File: src/rtl/dilp_pkg.sv
// Shared types and constants for the decimal integer list parser.
// No dependencies; imported by decimal_int_list_parser.
`default_nettype none

package dilp_pkg;

   // Width of the parsed value and the marker length register
   localparam int unsigned VALUE_W   = 32;
   localparam int unsigned MLEN_W    = 4;
   localparam int unsigned CSR_IDX_W = 1;

   // Configuration register indexes
   localparam logic [CSR_IDX_W-1:0] CSR_END_MARKER    = 1'b0;
   localparam logic [CSR_IDX_W-1:0] CSR_MARKER_LENGTH = 1'b1;

   // Character codes
   localparam logic [7:0] CHAR_SPACE = 8'h20;
   localparam logic [7:0] CHAR_TAB   = 8'h09;
   localparam logic [7:0] CHAR_CR    = 8'h0D;
   localparam logic [7:0] CHAR_PLUS  = 8'h2B;
   localparam logic [7:0] CHAR_MINUS = 8'h2D;
   localparam logic [7:0] CHAR_ZERO  = 8'h30;
   localparam logic [7:0] CHAR_NINE  = 8'h39;

   // Token parse phase
   typedef enum logic [1:0] {
      PH_LEAD   = 2'd0,
      PH_DIGITS = 2'd1,
      PH_STOP   = 2'd2
   } phase_type;

endpackage

`default_nettype wire

File: src/rtl/decimal_int_list_parser.sv
// Decimal integer list parser: one text byte per item in, one parsed integer out.
// Depends on dilp_pkg.
// Usage:
//   req_valid/req_stall/req_text_byte carry one text byte per item. Bytes form a
//   space-separated list of decimal integers read with atoi rules. Each space
//   yields an item on rsp_* with rsp_has_value set. Completing the configured end
//   marker yields the final token (rsp_has_value clear when it was empty) with
//   rsp_done_res set, then the parse state clears.
//   csr_write/csr_index/csr_wdata write end_marker (index 0) or marker_length
//   (index 1); write only while the block is idle. Any write drops a partial
//   marker match.
// Timing:
//   A byte is taken into an input register and parsed from there into the
//   result register; a result stall holds it in the input register. One byte
//   is accepted every cycle unless results stall; the per-byte parse (a multiply
//   by ten and an add) sits between the input and result registers.
// Reset: synchronous; empties both registers, clears the parse state, sets the
//   marker to zero and marker_length to one.
// Stall: while rsp_stall holds a result, the input register takes one more byte
//   and holds it; req_stall then rises until the result is taken.
`default_nettype none

module decimal_int_list_parser #(
   parameter int unsigned MARKER_MAX = 8
) (
   input  wire logic                                clock,
   input  wire logic                                reset,
   // input channel
   input  wire logic                                req_valid,
   output logic                                     req_stall,
   input  wire logic [7:0]                          req_text_byte,
   // result channel
   output logic                                     rsp_valid,
   input  wire logic                                rsp_stall,
   output logic signed [dilp_pkg::VALUE_W-1:0]      rsp_value,
   output logic                                     rsp_has_value,
   output logic                                     rsp_done_res,
   // configuration port
   input  wire logic                                csr_write,
   input  wire logic [dilp_pkg::CSR_IDX_W-1:0]      csr_index,
   input  wire logic [8*MARKER_MAX-1:0]             csr_wdata
);

   import dilp_pkg::*;

   localparam int unsigned MARKER_W = 8 * MARKER_MAX;
   localparam int unsigned POS_W    = (MARKER_MAX > 1) ? $clog2(MARKER_MAX) : 1;
   localparam logic [MLEN_W-1:0] LEN_MAX = MLEN_W'(MARKER_MAX);
   localparam logic [MLEN_W-1:0] LEN_ONE = MLEN_W'(1);

   // configuration
   logic [MARKER_W-1:0]      end_marker_ff;
   logic [MLEN_W-1:0]        marker_length_ff;

   // input register
   logic                     in_valid_ff;
   logic [7:0]               in_byte_ff;

   // parse state
   logic [POS_W-1:0]         pos_ff,   pos_in;
   phase_type                phase_ff, phase_in;
   logic                     neg_ff,   neg_in;
   logic [VALUE_W-1:0]       acc_ff,   acc_in;
   logic                     nonempty_ff, nonempty_in;

   // result register
   logic                     out_valid_ff;
   logic [VALUE_W-1:0]       out_value_ff,    out_value_in;
   logic                     out_has_ff,      out_has_in;
   logic                     out_done_ff,     out_done_in;
   logic                     emit;

   logic                     advance;
   logic [MLEN_W-1:0]        len_eff;
   logic [MLEN_W-1:0]        pos_inc;
   logic [7:0]               mbyte;
   logic                     is_digit;
   logic                     is_space_ws;
   logic [VALUE_W-1:0]       digit_val;
   logic [VALUE_W-1:0]       token_val;

   // Parse the held byte when the result register is free or being drained
   assign advance   = in_valid_ff && (!out_valid_ff || !rsp_stall);
   assign req_stall = in_valid_ff && !advance;

   // Clamp marker length into 1..MARKER_MAX
   always_comb begin
      if (marker_length_ff == '0) begin
         len_eff = LEN_ONE;
      end else if (marker_length_ff > LEN_MAX) begin
         len_eff = LEN_MAX;
      end else begin
         len_eff = marker_length_ff;
      end
   end

   assign mbyte       = end_marker_ff[8*pos_ff +: 8];
   assign pos_inc     = MLEN_W'(pos_ff) + LEN_ONE;
   assign is_digit    = (in_byte_ff >= CHAR_ZERO) && (in_byte_ff <= CHAR_NINE);
   assign is_space_ws = (in_byte_ff == CHAR_SPACE) ||
                        ((in_byte_ff >= CHAR_TAB) && (in_byte_ff <= CHAR_CR));
   assign digit_val   = VALUE_W'(in_byte_ff - CHAR_ZERO);
   assign token_val   = neg_ff ? (VALUE_W'(0) - acc_ff) : acc_ff;

   // Per-byte parse: marker tracking, token accumulation, result forming
   always_comb begin
      pos_in       = pos_ff;
      phase_in     = phase_ff;
      neg_in       = neg_ff;
      acc_in       = acc_ff;
      nonempty_in  = nonempty_ff;
      emit         = 1'b0;
      out_value_in = out_value_ff;
      out_has_in   = out_has_ff;
      out_done_in  = out_done_ff;

      if (advance) begin
         if (in_byte_ff == mbyte) begin
            // marker byte matched: advance, or finish the list
            if (pos_inc >= len_eff) begin
               emit         = 1'b1;
               out_value_in = nonempty_ff ? token_val : '0;
               out_has_in   = nonempty_ff;
               out_done_in  = 1'b1;
               pos_in       = '0;
               phase_in     = PH_LEAD;
               neg_in       = 1'b0;
               acc_in       = '0;
               nonempty_in  = 1'b0;
            end else begin
               pos_in = POS_W'(pos_inc);
            end
         end else if (in_byte_ff == CHAR_SPACE) begin
            // separator: emit token and clear
            pos_in       = '0;
            emit         = 1'b1;
            out_value_in = token_val;
            out_has_in   = 1'b1;
            out_done_in  = 1'b0;
            phase_in     = PH_LEAD;
            neg_in       = 1'b0;
            acc_in       = '0;
            nonempty_in  = 1'b0;
         end else begin
            // token byte
            pos_in      = '0;
            nonempty_in = 1'b1;
            case (phase_ff)
               PH_LEAD: begin
                  if (is_space_ws) begin
                     phase_in = PH_LEAD;
                  end else if (in_byte_ff == CHAR_PLUS) begin
                     phase_in = PH_DIGITS;
                  end else if (in_byte_ff == CHAR_MINUS) begin
                     neg_in   = 1'b1;
                     phase_in = PH_DIGITS;
                  end else if (is_digit) begin
                     acc_in   = digit_val;
                     phase_in = PH_DIGITS;
                  end else begin
                     phase_in = PH_STOP;
                  end
               end
               PH_DIGITS: begin
                  if (is_digit) begin
                     acc_in = (acc_ff << 3) + (acc_ff << 1) + digit_val;
                  end else begin
                     phase_in = PH_STOP;
                  end
               end
               default: begin
                  phase_in = phase_ff;
               end
            endcase
         end
      end
   end

   // Configuration registers
   always_ff @(posedge clock) begin
      if (reset) begin
         end_marker_ff    <= '0;
         marker_length_ff <= LEN_ONE;
      end else if (csr_write) begin
         case (csr_index)
            CSR_END_MARKER:    end_marker_ff    <= csr_wdata;
            CSR_MARKER_LENGTH: marker_length_ff <= csr_wdata[MLEN_W-1:0];
            default:           end_marker_ff    <= end_marker_ff;
         endcase
      end
   end

   // Input register: load when empty or being consumed
   always_ff @(posedge clock) begin
      if (reset) begin
         in_valid_ff <= 1'b0;
      end else if (!req_stall) begin
         in_valid_ff <= req_valid;
      end
   end

   always_ff @(posedge clock) begin
      if (req_valid && !req_stall) begin
         in_byte_ff <= req_text_byte;
      end
   end

   // Parse state; a config write drops a partial marker match
   always_ff @(posedge clock) begin
      if (reset) begin
         pos_ff      <= '0;
         phase_ff    <= PH_LEAD;
         neg_ff      <= 1'b0;
         acc_ff      <= '0;
         nonempty_ff <= 1'b0;
      end else begin
         pos_ff      <= csr_write ? '0 : pos_in;
         phase_ff    <= phase_in;
         neg_ff      <= neg_in;
         acc_ff      <= acc_in;
         nonempty_ff <= nonempty_in;
      end
   end

   // Result register: hold while stalled
   always_ff @(posedge clock) begin
      if (reset) begin
         out_valid_ff <= 1'b0;
      end else if (emit) begin
         out_valid_ff <= 1'b1;
      end else if (!rsp_stall) begin
         out_valid_ff <= 1'b0;
      end
   end

   always_ff @(posedge clock) begin
      if (emit) begin
         out_value_ff <= out_value_in;
         out_has_ff   <= out_has_in;
         out_done_ff  <= out_done_in;
      end
   end

   assign rsp_valid     = out_valid_ff;
   assign rsp_value     = signed'(out_value_ff);
   assign rsp_has_value = out_has_ff;
   assign rsp_done_res  = out_done_ff;

endmodule

`default_nettype wire
File: config.mk
export PLATFORM = sky130hd
export DESIGN_NAME = decimal_int_list_parser
export DESIGN_NICKNAME = d
export VERILOG_FILES = /design/src/rtl/dilp_pkg.sv /design/src/rtl/decimal_int_list_parser.sv
export SDC_FILE = /design/constraint.sdc
export NUM_CORES = 1
export LEC_CHECK = 0
export ABC_CLOCK_PERIOD_IN_PS = 8000
export BUFFER_PORTS_ARGS = -buffer_cell sky130_fd_sc_hd__buf_4
export CAP_MARGIN = 5
export CORE_MARGIN = 2
export CORE_UTILIZATION = 40
export DETAILED_ROUTE_END_ITERATION = 10
export GPL_ROUTABILITY_DRIVEN = 0
export PLACE_DENSITY = 0.71
export SKIP_LAST_GASP = 1
export SYNTH_ARGS = -nofsm -noshare
export SYNTH_HDL_FRONTEND = slang
export SYNTH_SLANG_ARGS = --single-unit
File: constraint.sdc
create_clock -name clock -period 8 [get_ports clock]
set_input_delay 0.4 -clock clock [delete_from_list [all_inputs] [get_ports clock]]
set_output_delay 0.4 -clock clock [all_outputs]
set_load 0.01 [all_outputs]
; ---- After elaboration in Yosys (flattened, before gate mapping)
; Cells that the tools add are included.
; W data, S select, Z words.
[word_totals]
regBits = 151
in_bits = 78
output_inout_bits = 36
elab_cells = 114
[classes]
n_addsub = 5
n_lt_le_gt_ge = 6
eq_ne = 15
n_shift = 1
mux = 48
n_bitwise = 1
n_reduce_logical = 25
[op_table]
columns = cell, n
row1 = $mux W32, 13
row2 = $add A32 B32 Y32, 2
row3 = $pmux W32 S2, 1
row4 = $shiftx A64 B7 Y8, 1
row5 = $sub A1 B32 Y32 const A, 1
row6 = $eq A8 B6 Y1 const B, 3
row7 = $ne A4 B4 Y1 const B, 6
row8 = $mux W1, 21
row9 = $mux W2, 8
row10 = $sub A8 B6 Y9 const B, 1
row11 = $eq A8 B8 Y1, 1
row12 = $ge A8 B4 Y1 const B, 1
row13 = $ge A8 B6 Y1 const B, 1
row14 = $le A8 B4 Y1 const B, 1
row15 = $le A8 B6 Y1 const B, 1
row16 = $mux W4, 2
row17 = $reduce_and A4 Y1, 2
row18 = $reduce_and A8 Y1, 1
row19 = $mux W3, 2
row20 = $reduce_and A2 Y1, 3
row21 = $reduce_and A6 Y1, 1
row22 = $reduce_bool A3 Y1, 2
row23 = $logic_and A1 B1 Y1, 5
row24 = $add A3 B1 Y4 const B, 1
row25 = other kinds (15), 20

; ---- Depth between registers and ports, before layout
; Gate-level depths: netlist of the first run.
[depth]
word_depth = 9
depth_mapped = 14
mapped_depth_nobuf = 12

; ---- Least setup slack after synthesis of the first run
; OpenSTA, ideal clock, no wires.
[synth_timing]
kind = register to register
from = register in_byte_ff[5]
to = register acc_ff[30]
setup_time_ns = 0.119
arrival_time_ns = 5.821
t_required_ns = 7.881
setup_slack_ns = 2.060
stages_incl_launch_ff = 13
period_less_slack_ns = 5.940
path_cell_list = edfxtp_1 ha_1 nor3_1 fa_1 ha_1 a211oi_1 o21bai_1 a21o_1 a221oi_1 o21ai_0 a221oi_1 mux2i_1 o2bb2ai_1
[synth_between]
elab_chain_len = 8
word_cells_on_any_way = 29
cone_classes = add/sub: 2 / order compare: 4 / eq/ne: 10 / mux: 8 / reduce/logical: 5
[synth_rtl]
columns = item, line
row1 = from (decl), decimal_int_list_parser.sv:57  ; logic [7:0] in_byte_ff;
row2 = from (signal assigned), decimal_int_list_parser.sv:204  ; in_byte_ff <= req_text_byte;
row3 = "parallel branches: the longest is 8 deep, another holds $add A32 B32 Y32", n/a
row4 = to (signal assigned), decimal_int_list_parser.sv:220  ; acc_ff <= acc_in;
row5 = to (decl), decimal_int_list_parser.sv:63  ; logic [VALUE_W-1:0] acc_ff, acc_in;
; Several ways; the timed one is not identified. The select of a mux whose other input is x is not followed.
; A chain may end at the register's enable or synchronous reset.

; ---- Worst setup path after layout of the first run
; Ends and elaborated chain as after synthesis.

==> impl_metrics.yaml, run 1 <==
floorplanning:
  num_rows: 55
  die_y_um: 156
  design.die.area_um2: 24200
  chipWidth_um: 156
  core_region_area_um2: 22600
  initial_core_utilization: 0.406
  io-pin-count: 114
clocking:
  clk_lat_worst_skew_ns: 0.44
  cts_resized: 0
  cts.root.buffer_cell: "sky130_fd_sc_hd__clkbuf_16"
  numCtsBuffers: 17
  postCtsSetupBuffers: 0
  cts.reportedPaths.clkPinSlew_ns: 0.08
  h-tree-depth: 4
  tritoncts_clock_tree: "yes"
  post_cts_hold_buffer_count: 0
  clock_net_sink_count: 151
  max-clock-path-buffers: 2
timing:
  setup_tns_ns: 0
  final.setup_skew_ns: 0.0113
  final_period_minus_worst_setup_slack_ns: 4.63
  clock.fmax_mhz: 216
  max-slew-margin-rel: 0.266
  max_slew_violation_count: 0
  timing.final.hold_violations: 0
  timing.final.crit_share: 0.578
  fin_hold_ws_ns: 0.130
  timing_worst_slew_pin_value_ns: 1.10
  setup-violations-final: 0
  rsz0062_at_grt: "no"
yosys:
  synth_nets: 1181
  synth_top_cell_area_share: 0.237
  yosys_register_bits: 151
  post_synth_instance_area_um2: 9200
  postSynthCellCount: 1034
  synth_enable_flop_cells: 42
  yosysSeqAreaShare: 0.374
  synth_top_area_cell: "sky130_fd_sc_hd__dfxtp_1"
  ys_async_sr_fraction: 0
  syn_area_per_cell_um2: 8.90
  dominantRegCellSynth: "sky130_fd_sc_hd__dfxtp_1"
  synthDistinctLibCells: 70
  netlist_top_cells_area: "sky130_fd_sc_hd__dfxtp_1 (24%), sky130_fd_sc_hd__edfxtp_1 (14%), sky130_fd_sc_hd__nand2_1 (8.6%)"
  yosysWarnings: 0
placement:
  numPortBuffers: 113
  place_hpwl_um: 16500
pwr:
  leakage_nw: 4.56
  peakVddDrop_uv: 105
  power.density_nw_per_um2: 172
hold_path:
  hp-class: "input port to flip-flop"
run_status:
  run_status: "completed"
cells_and_area:
  drive_above_1_share: 0.153
  final_net_count: 1268
  n_antenna_cell: 0
  areaGrowthSynthToFinish_pct: 18.1
routing:
  route.final.wire_length_um: 23100
  dr.first_iter.drc_count: 624
  drc: 0
  route.vias.total: 7812
  first_pass_iters: 5
  postRouteAntennaNets: 0
  drt-vias-per-instance: 5.51
  detail_route.wl_per_cell_um: 16.3
global_route:
  number_of_global_route_vias_before_repair: 7630
  grt_first_pass_wirelength_um: 38400
  grt_util_all_layers: 0.197
  grt_max_degree: 94
  grt-ovfl-total: 0
  grt_antenna_before_repair: 0
worst_setup_path:
  timing.critical_path.arrival_ns: 4.93
  critPathLaunchType: "flip-flop"
  worstSetupEndpointType: "flip-flop"
  cp.required_ns: 8.30
  regToRegSetupSlack_ns: 3.37
  critPathKind: "flip-flop to flip-flop"
  critical_path_peak_fanout: 25
flow_run:
  max_cap_violations: 0
final timing paths:
path / start / end / cells past startpoint
setup / recovery: in_byte_ff[5]$_DFFE_PP_ / acc_ff[30]$_SDFFE_PP0P_ / 13
hold reg to reg: end_marker_ff[19]$_SDFFE_PP0P_ / end_marker_ff[19]$_SDFFE_PP0P_ / 2
setup reg to reg: in_byte_ff[5]$_DFFE_PP_ / acc_ff[30]$_SDFFE_PP0P_ / 13
hold / removal: req_text_byte[0] / in_byte_ff[0]$_DFFE_PP_ / 1
registers in the layout, indices dropped and copies added (netlist names):
signal            count
rsp_has_value         1
acc_ff               32
in_valid_ff           1
neg_ff                1
marker_length_ff      4
rsp_value            32
nonempty_ff           1
end_marker_ff        64
in_byte_ff            8
pos_ff                3
phase_ff              2
rsp_done_res          1
rsp_valid             1
kinds of logic after synthesis:
kind of cell,after synthesis,synth area share
simple gates,385,0.191
fa+ha+maj,69,0.117
xor+xnor,58,0.0552
flops,151,0.374
buf+inv,69,0.0333
mux,37,0.0498
compound gates,265,0.179
layer usage:
metal | up-vias | wire (µm) | track usage
met4 | 0 | 371 | 0.0555
met3 | 24 | 1100 | 0.0339
li1 | 3864 | - | -
met2 | 217 | 11300 | 0.337
met1 | 3707 | 10300 | 0.257
met5 | - | 0 | 0
cell usage in the layout (no fill, tap or decap), types with 5 or more instances in the layout:
cell type	count
sky130_fd_sc_hd__nor2_1	67
sky130_fd_sc_hd__inv_8	5
sky130_fd_sc_hd__buf_4	121
sky130_fd_sc_hd__o211ai_1	9
sky130_fd_sc_hd__nand2b_1	5
sky130_fd_sc_hd__o41ai_1	5
sky130_fd_sc_hd__nand3_1	19
sky130_fd_sc_hd__clkinv_8	6
sky130_fd_sc_hd__a22oi_1	10
sky130_fd_sc_hd__a211oi_1	5
sky130_fd_sc_hd__mux2i_1	30
sky130_fd_sc_hd__o2111ai_1	5
sky130_fd_sc_hd__or3_1	7
sky130_fd_sc_hd__o32ai_1	5
sky130_fd_sc_hd__nor2b_1	9
sky130_fd_sc_hd__o31ai_1	12
sky130_fd_sc_hd__or4_1	5
sky130_fd_sc_hd__edfxtp_1	42
sky130_fd_sc_hd__dfxtp_1	109
sky130_fd_sc_hd__and3_1	13
sky130_fd_sc_hd__o21ai_0	33
sky130_fd_sc_hd__nand2_1	210
sky130_fd_sc_hd__ha_1	40
sky130_fd_sc_hd__inv_1	16
sky130_fd_sc_hd__and2_1	8
sky130_fd_sc_hd__nand4_1	5
sky130_fd_sc_hd__a21o_1	19
sky130_fd_sc_hd__nor3_1	6
sky130_fd_sc_hd__a21oi_1	126
sky130_fd_sc_hd__fa_1	29
sky130_fd_sc_hd__clkbuf_16	17
sky130_fd_sc_hd__xor2_1	42
sky130_fd_sc_hd__xnor2_1	16
layout make-up:
class                           instances  area, µm²
Multi-Input combinational cell        814       5470
Fill cell                            2142      11800
Clock buffer                           17        425
Clock inverter                         15        204
Tap cell                              285        357
Timing Repair Buffer                  121        908
Sequential cell                       151       3440
Inverter                               16       60.1
worst max-delay path, stage by stage (launching register included):
cell                        delay (ns)
sky130_fd_sc_hd__edfxtp_1         0.50
sky130_fd_sc_hd__ha_1             0.29
sky130_fd_sc_hd__nor3_2           0.12
sky130_fd_sc_hd__buf_4            0.41
sky130_fd_sc_hd__fa_1             0.49
sky130_fd_sc_hd__ha_1             0.37
sky130_fd_sc_hd__a211oi_1         0.25
sky130_fd_sc_hd__o21bai_1         0.13
sky130_fd_sc_hd__a21o_1           0.18
sky130_fd_sc_hd__a221oi_1         0.72
sky130_fd_sc_hd__o21ai_0          0.32
sky130_fd_sc_hd__a221oi_1         0.39
sky130_fd_sc_hd__mux2i_1          0.23
sky130_fd_sc_hd__o2bb2ai_1        0.07
power by group:
part | leakage [nW] | switching, W | internal, W
combinational | 3.01 | 0.000119 | 0.0000851
clock | 0.305 | 0.000409 | 0.000433
sequential | 1.25 | 0.0000191 | 0.000804
total | 4.56 | 0.000547 | 0.00132
per-stage QoR:
| step | util | setup slack (ns) | total power (W) | instances | instance area, µm² |
|---|---|---|---|---|---|
| after floorplan | - | 2.06 | 0.000966 | 1034 | 9200 |
| after global placement | 0.452 | 3.65 | 0.00104 | 1387 | 10200 |
| after detailed placement | 0.452 | 3.43 | 0.00104 | 1387 | 10200 |
| after CTS | 0.480 | 3.41 | 0.00188 | 1419 | 10900 |
| after global routing | 0.480 | 3.18 | 0.00194 | 1419 | 10900 |
| final | 0.480 | 3.37 | 0.00187 | 1419 | 10900 |
synthesized netlist by cell type (5+ instances only):
cell and instances:
sky130_fd_sc_hd__nand2_1 210, sky130_fd_sc_hd__a21oi_1 126, sky130_fd_sc_hd__dfxtp_1 109, sky130_fd_sc_hd__nor2_1 67
sky130_fd_sc_hd__edfxtp_1 42, sky130_fd_sc_hd__xor2_1 42, sky130_fd_sc_hd__clkbuf_1 41, sky130_fd_sc_hd__ha_1 40
sky130_fd_sc_hd__o21ai_0 33, sky130_fd_sc_hd__mux2i_1 30, sky130_fd_sc_hd__fa_1 29, sky130_fd_sc_hd__a21o_1 19
sky130_fd_sc_hd__nand3_1 19, sky130_fd_sc_hd__inv_1 16, sky130_fd_sc_hd__xnor2_1 16, sky130_fd_sc_hd__and3_1 13
sky130_fd_sc_hd__o31ai_1 12, sky130_fd_sc_hd__a22oi_1 10, sky130_fd_sc_hd__nor2b_1 10, sky130_fd_sc_hd__o211ai_1 9
sky130_fd_sc_hd__and2_1 8, sky130_fd_sc_hd__nor3_1 7, sky130_fd_sc_hd__or3_1 7, sky130_fd_sc_hd__buf_2 6
sky130_fd_sc_hd__nand2b_1 6, sky130_fd_sc_hd__a211oi_1 5, sky130_fd_sc_hd__nand4_1 5, sky130_fd_sc_hd__nor4_1 5
sky130_fd_sc_hd__o2111ai_1 5, sky130_fd_sc_hd__o32ai_1 5, sky130_fd_sc_hd__o41ai_1 5, sky130_fd_sc_hd__or4_1 5
Note: power is estimated with default switching activity, not from simulation.
==> inputs of run 2 (changes only) <==
Settings changed: ABC_CLOCK_PERIOD_IN_PS 8000 to 4350.
Clock period 8 ns to 4.35 ns, I/O delays scaled along.
==> run 2 against run 1 <==
  * Count of clock-buffer cells in the layout stayed put
  * Fmax is 13% higher
  * Final cell count is 1.1% higher
  * Clock skew is 0.0032 ns higher
  * Worst hold slack worse by 0.11 ns
  * First-iteration DRC count is 26% lower
  * Non-clock buffer count is 16 higher
  * Largest power group unchanged
==> impl_metrics.yaml, run 2 (synthesis results as in run 1) <==
timing:
  timing.final.crit_share: 0.942
  timing_worst_slew_pin_value_ns: 1.14
  setup_tns_ns: 0
  final.setup_skew_ns: 0.0145
  max_slew_violation_count: 0
  clock.fmax_mhz: 244
  setup-violations-final: 0
  final_period_minus_worst_setup_slack_ns: 4.10
  timing.final.hold_violations: 0
  rsz0062_at_grt: "no"
  max-slew-margin-rel: 0.240
global_route:
  grt_antenna_before_repair: 0
  grt_max_degree: 74
  grt_util_all_layers: 0.197
  grt_first_pass_wirelength_um: 38100
  number_of_global_route_vias_before_repair: 7623
  grt-ovfl-total: 0
cells_and_area:
  finish.utilization: 0.487
  n_antenna_cell: 0
  areaGrowthSynthToFinish_pct: 19.9
  max_flop_register: "end_marker_ff"
  layout.cells.most_common: "sky130_fd_sc_hd__nand2_1"
  final_net_count: 1284
  drive_above_1_share: 0.159
  mostFrequentLayoutCells: "sky130_fd_sc_hd__nand2_1 (210), sky130_fd_sc_hd__buf_4 (128), sky130_fd_sc_hd__a21oi_1 (126), sky130_fd_sc_hd__dfxtp_1 (109), sky130_fd_sc_hd__nor2_1 (67)"
  max_ffs_per_register: 64
clocking:
  cts.reportedPaths.clkPinSlew_ns: 0.08
  tritoncts_clock_tree: "yes"
  postCtsSetupBuffers: 0
  max-clock-path-buffers: 2
  h-tree-depth: 4
  clk_lat_worst_skew_ns: 0.44
  numCtsBuffers: 17
  cts.root.buffer_cell: "sky130_fd_sc_hd__clkbuf_16"
  clock_net_sink_count: 151
routing:
  detail_route.wl_per_cell_um: 16.3
  drt-vias-per-instance: 5.48
  route.final.wire_length_um: 23400
  drc: 0
  first_pass_iters: 5
  route.vias.total: 7862
  postRouteAntennaNets: 0
  dr.first_iter.drc_count: 459
placement:
  place_hpwl_um: 16900
  numPortBuffers: 113
floorplanning:
  core_region_area_um2: 22600
  die_y_um: 156
  io-pin-count: 114
  initial_core_utilization: 0.406
  num_rows: 55
  design.die.area_um2: 24200
  chipWidth_um: 156
worst_setup_path:
  critical_path_peak_fanout: 16
  critical_path.cell_chain: "ha_1 > nor3_4 > buf_4 > fa_1 > ha_1 > o21a_1 > o2111ai_1 > o2bb2ai_1 > a221oi_2 > o21ai_1 > a221oi_1 > mux2i_1 > o2bb2ai_1"
  critPathKind: "flip-flop to flip-flop"
  critPathLaunchType: "flip-flop"
  timing.critical_path.arrival_ns: 4.39
  cpLargestDelayFamily: "compound AO/OA/AOI/OAI gates"
  worst_case_reg_to_reg_path_depth: 13
  path_buf_inv: 1
  cp_slowest_stage_delay_ns: 0.49
  cp.required_ns: 4.65
  reg2reg_to: "acc_ff[30]$_SDFFE_PP0P_"
  worstSetupEndpointType: "flip-flop"
  regToRegSetupSlack_ns: 0.25
  cpMaxStageDelayCell: "sky130_fd_sc_hd__edfxtp_1"
  rr_startpoint: "in_byte_ff[5]$_DFFE_PP_"
pwr:
  power.density_nw_per_um2: 312
  peakVddDrop_uv: 229
  leakage_nw: 4.64
hold_path:
  hp-start: "csr_wdata[12]"
  min_delay_path_depth: 3
  min_to: "end_marker_ff[12]$_SDFFE_PP0P_"
  hp-class: "input port to flip-flop"
run_status:
  run_status: "completed"
flow_run:
  max_cap_violations: 0
run 2: cell types whose count changed in the layout (fill, tap and decap cells not counted), sizes merged:
cell         previous run  this run
inv                    25        24
clkinv                  6         7
buf                   121       129
dlygate4sd3             0         8
run 2: metrics by stage:
stage / total power (W) / hold slack, ns / instances / setup slack [ns] / instance area [µm²]
6_report: 0.00344 / 0.0159 / 1435 / 0.254 / 11000
5_1_grt: 0.00356 / 0.00583 / 1435 / 0.0901 / 11000
4_1_cts: 0.00345 / 0.000287 / 1435 / 0.240 / 11000
3_5_place_dp: 0.00192 / 0.399 / 1395 / 0.269 / 10300
3_3_place_gp: 0.00191 / 0.397 / 1395 / 0.434 / 10300
2_1_floorplan: 0.00178 / 0.316 / 1034 / 0.0466 / 9220
run 2: worst reg2reg max path, delay by kind of cell (launching register included):
kind | cells | cell delay (ns)
mux | 1 | 0.23
buf+inv | 1 | 0.30
simple gates | 1 | 0.19
compound gates | 7 | 1.60
fa+ha+maj | 3 | 1.17
flops | 1 | 0.49
run 2: worst max path at each step:
stage,startpoint,cells past startpoint,slack [ns],endpoint
after floorplan,in_byte_ff[5]$_DFFE_PP_,12,0.05,acc_ff[30]$_SDFFE_PP0P_
after CTS,in_byte_ff[5]$_DFFE_PP_,13,0.24,acc_ff[30]$_SDFFE_PP0P_
after global placement,in_byte_ff[5]$_DFFE_PP_,13,0.43,acc_ff[30]$_SDFFE_PP0P_
after detailed placement,in_byte_ff[5]$_DFFE_PP_,13,0.27,acc_ff[30]$_SDFFE_PP0P_
final,in_byte_ff[5]$_DFFE_PP_,13,0.25,acc_ff[30]$_SDFFE_PP0P_
after global routing,in_byte_ff[4]$_DFFE_PP_,13,0.09,acc_ff[30]$_SDFFE_PP0P_
run 2: cell type report:
type | instances | area (µm²)
multi-input combinational | 814 | 5490
clock buffer | 17 | 425
timing repair buffer | 137 | 1060
sequential | 151 | 3440
clock inverter | 15 | 201
tap | 285 | 357
fill | 2124 | 11600
inverter | 16 | 60.1
run 2: repair_timing:
item	4_1_cts	5_1_grt
hold buffers	8	0
setup endpoints to repair	0	2
gates resized for setup	0	1
endpoints found under the hold margin	8	0
run 2: routing by layer:
layer | wire [µm] | track usage | up-vias | share of wire
li1 | - | - | 3893 | -
met1 | 10500 | 0.255 | 3694 | 0.45
met2 | 11200 | 0.335 | 239 | 0.48
met3 | 1170 | 0.0361 | 36 | 0.050
met4 | 466 | 0.0638 | 0 | 0.020
met5 | 0 | 0 | - | 0
run 2: power by group:
part	total, W	switching [W]	internal (W)
Sequential	0.00151	0.0000350	0.00148
Clock	0.00154	0.000748	0.000793
Combinational	0.000383	0.000220	0.000163
Total	0.00344	0.00100	0.00243
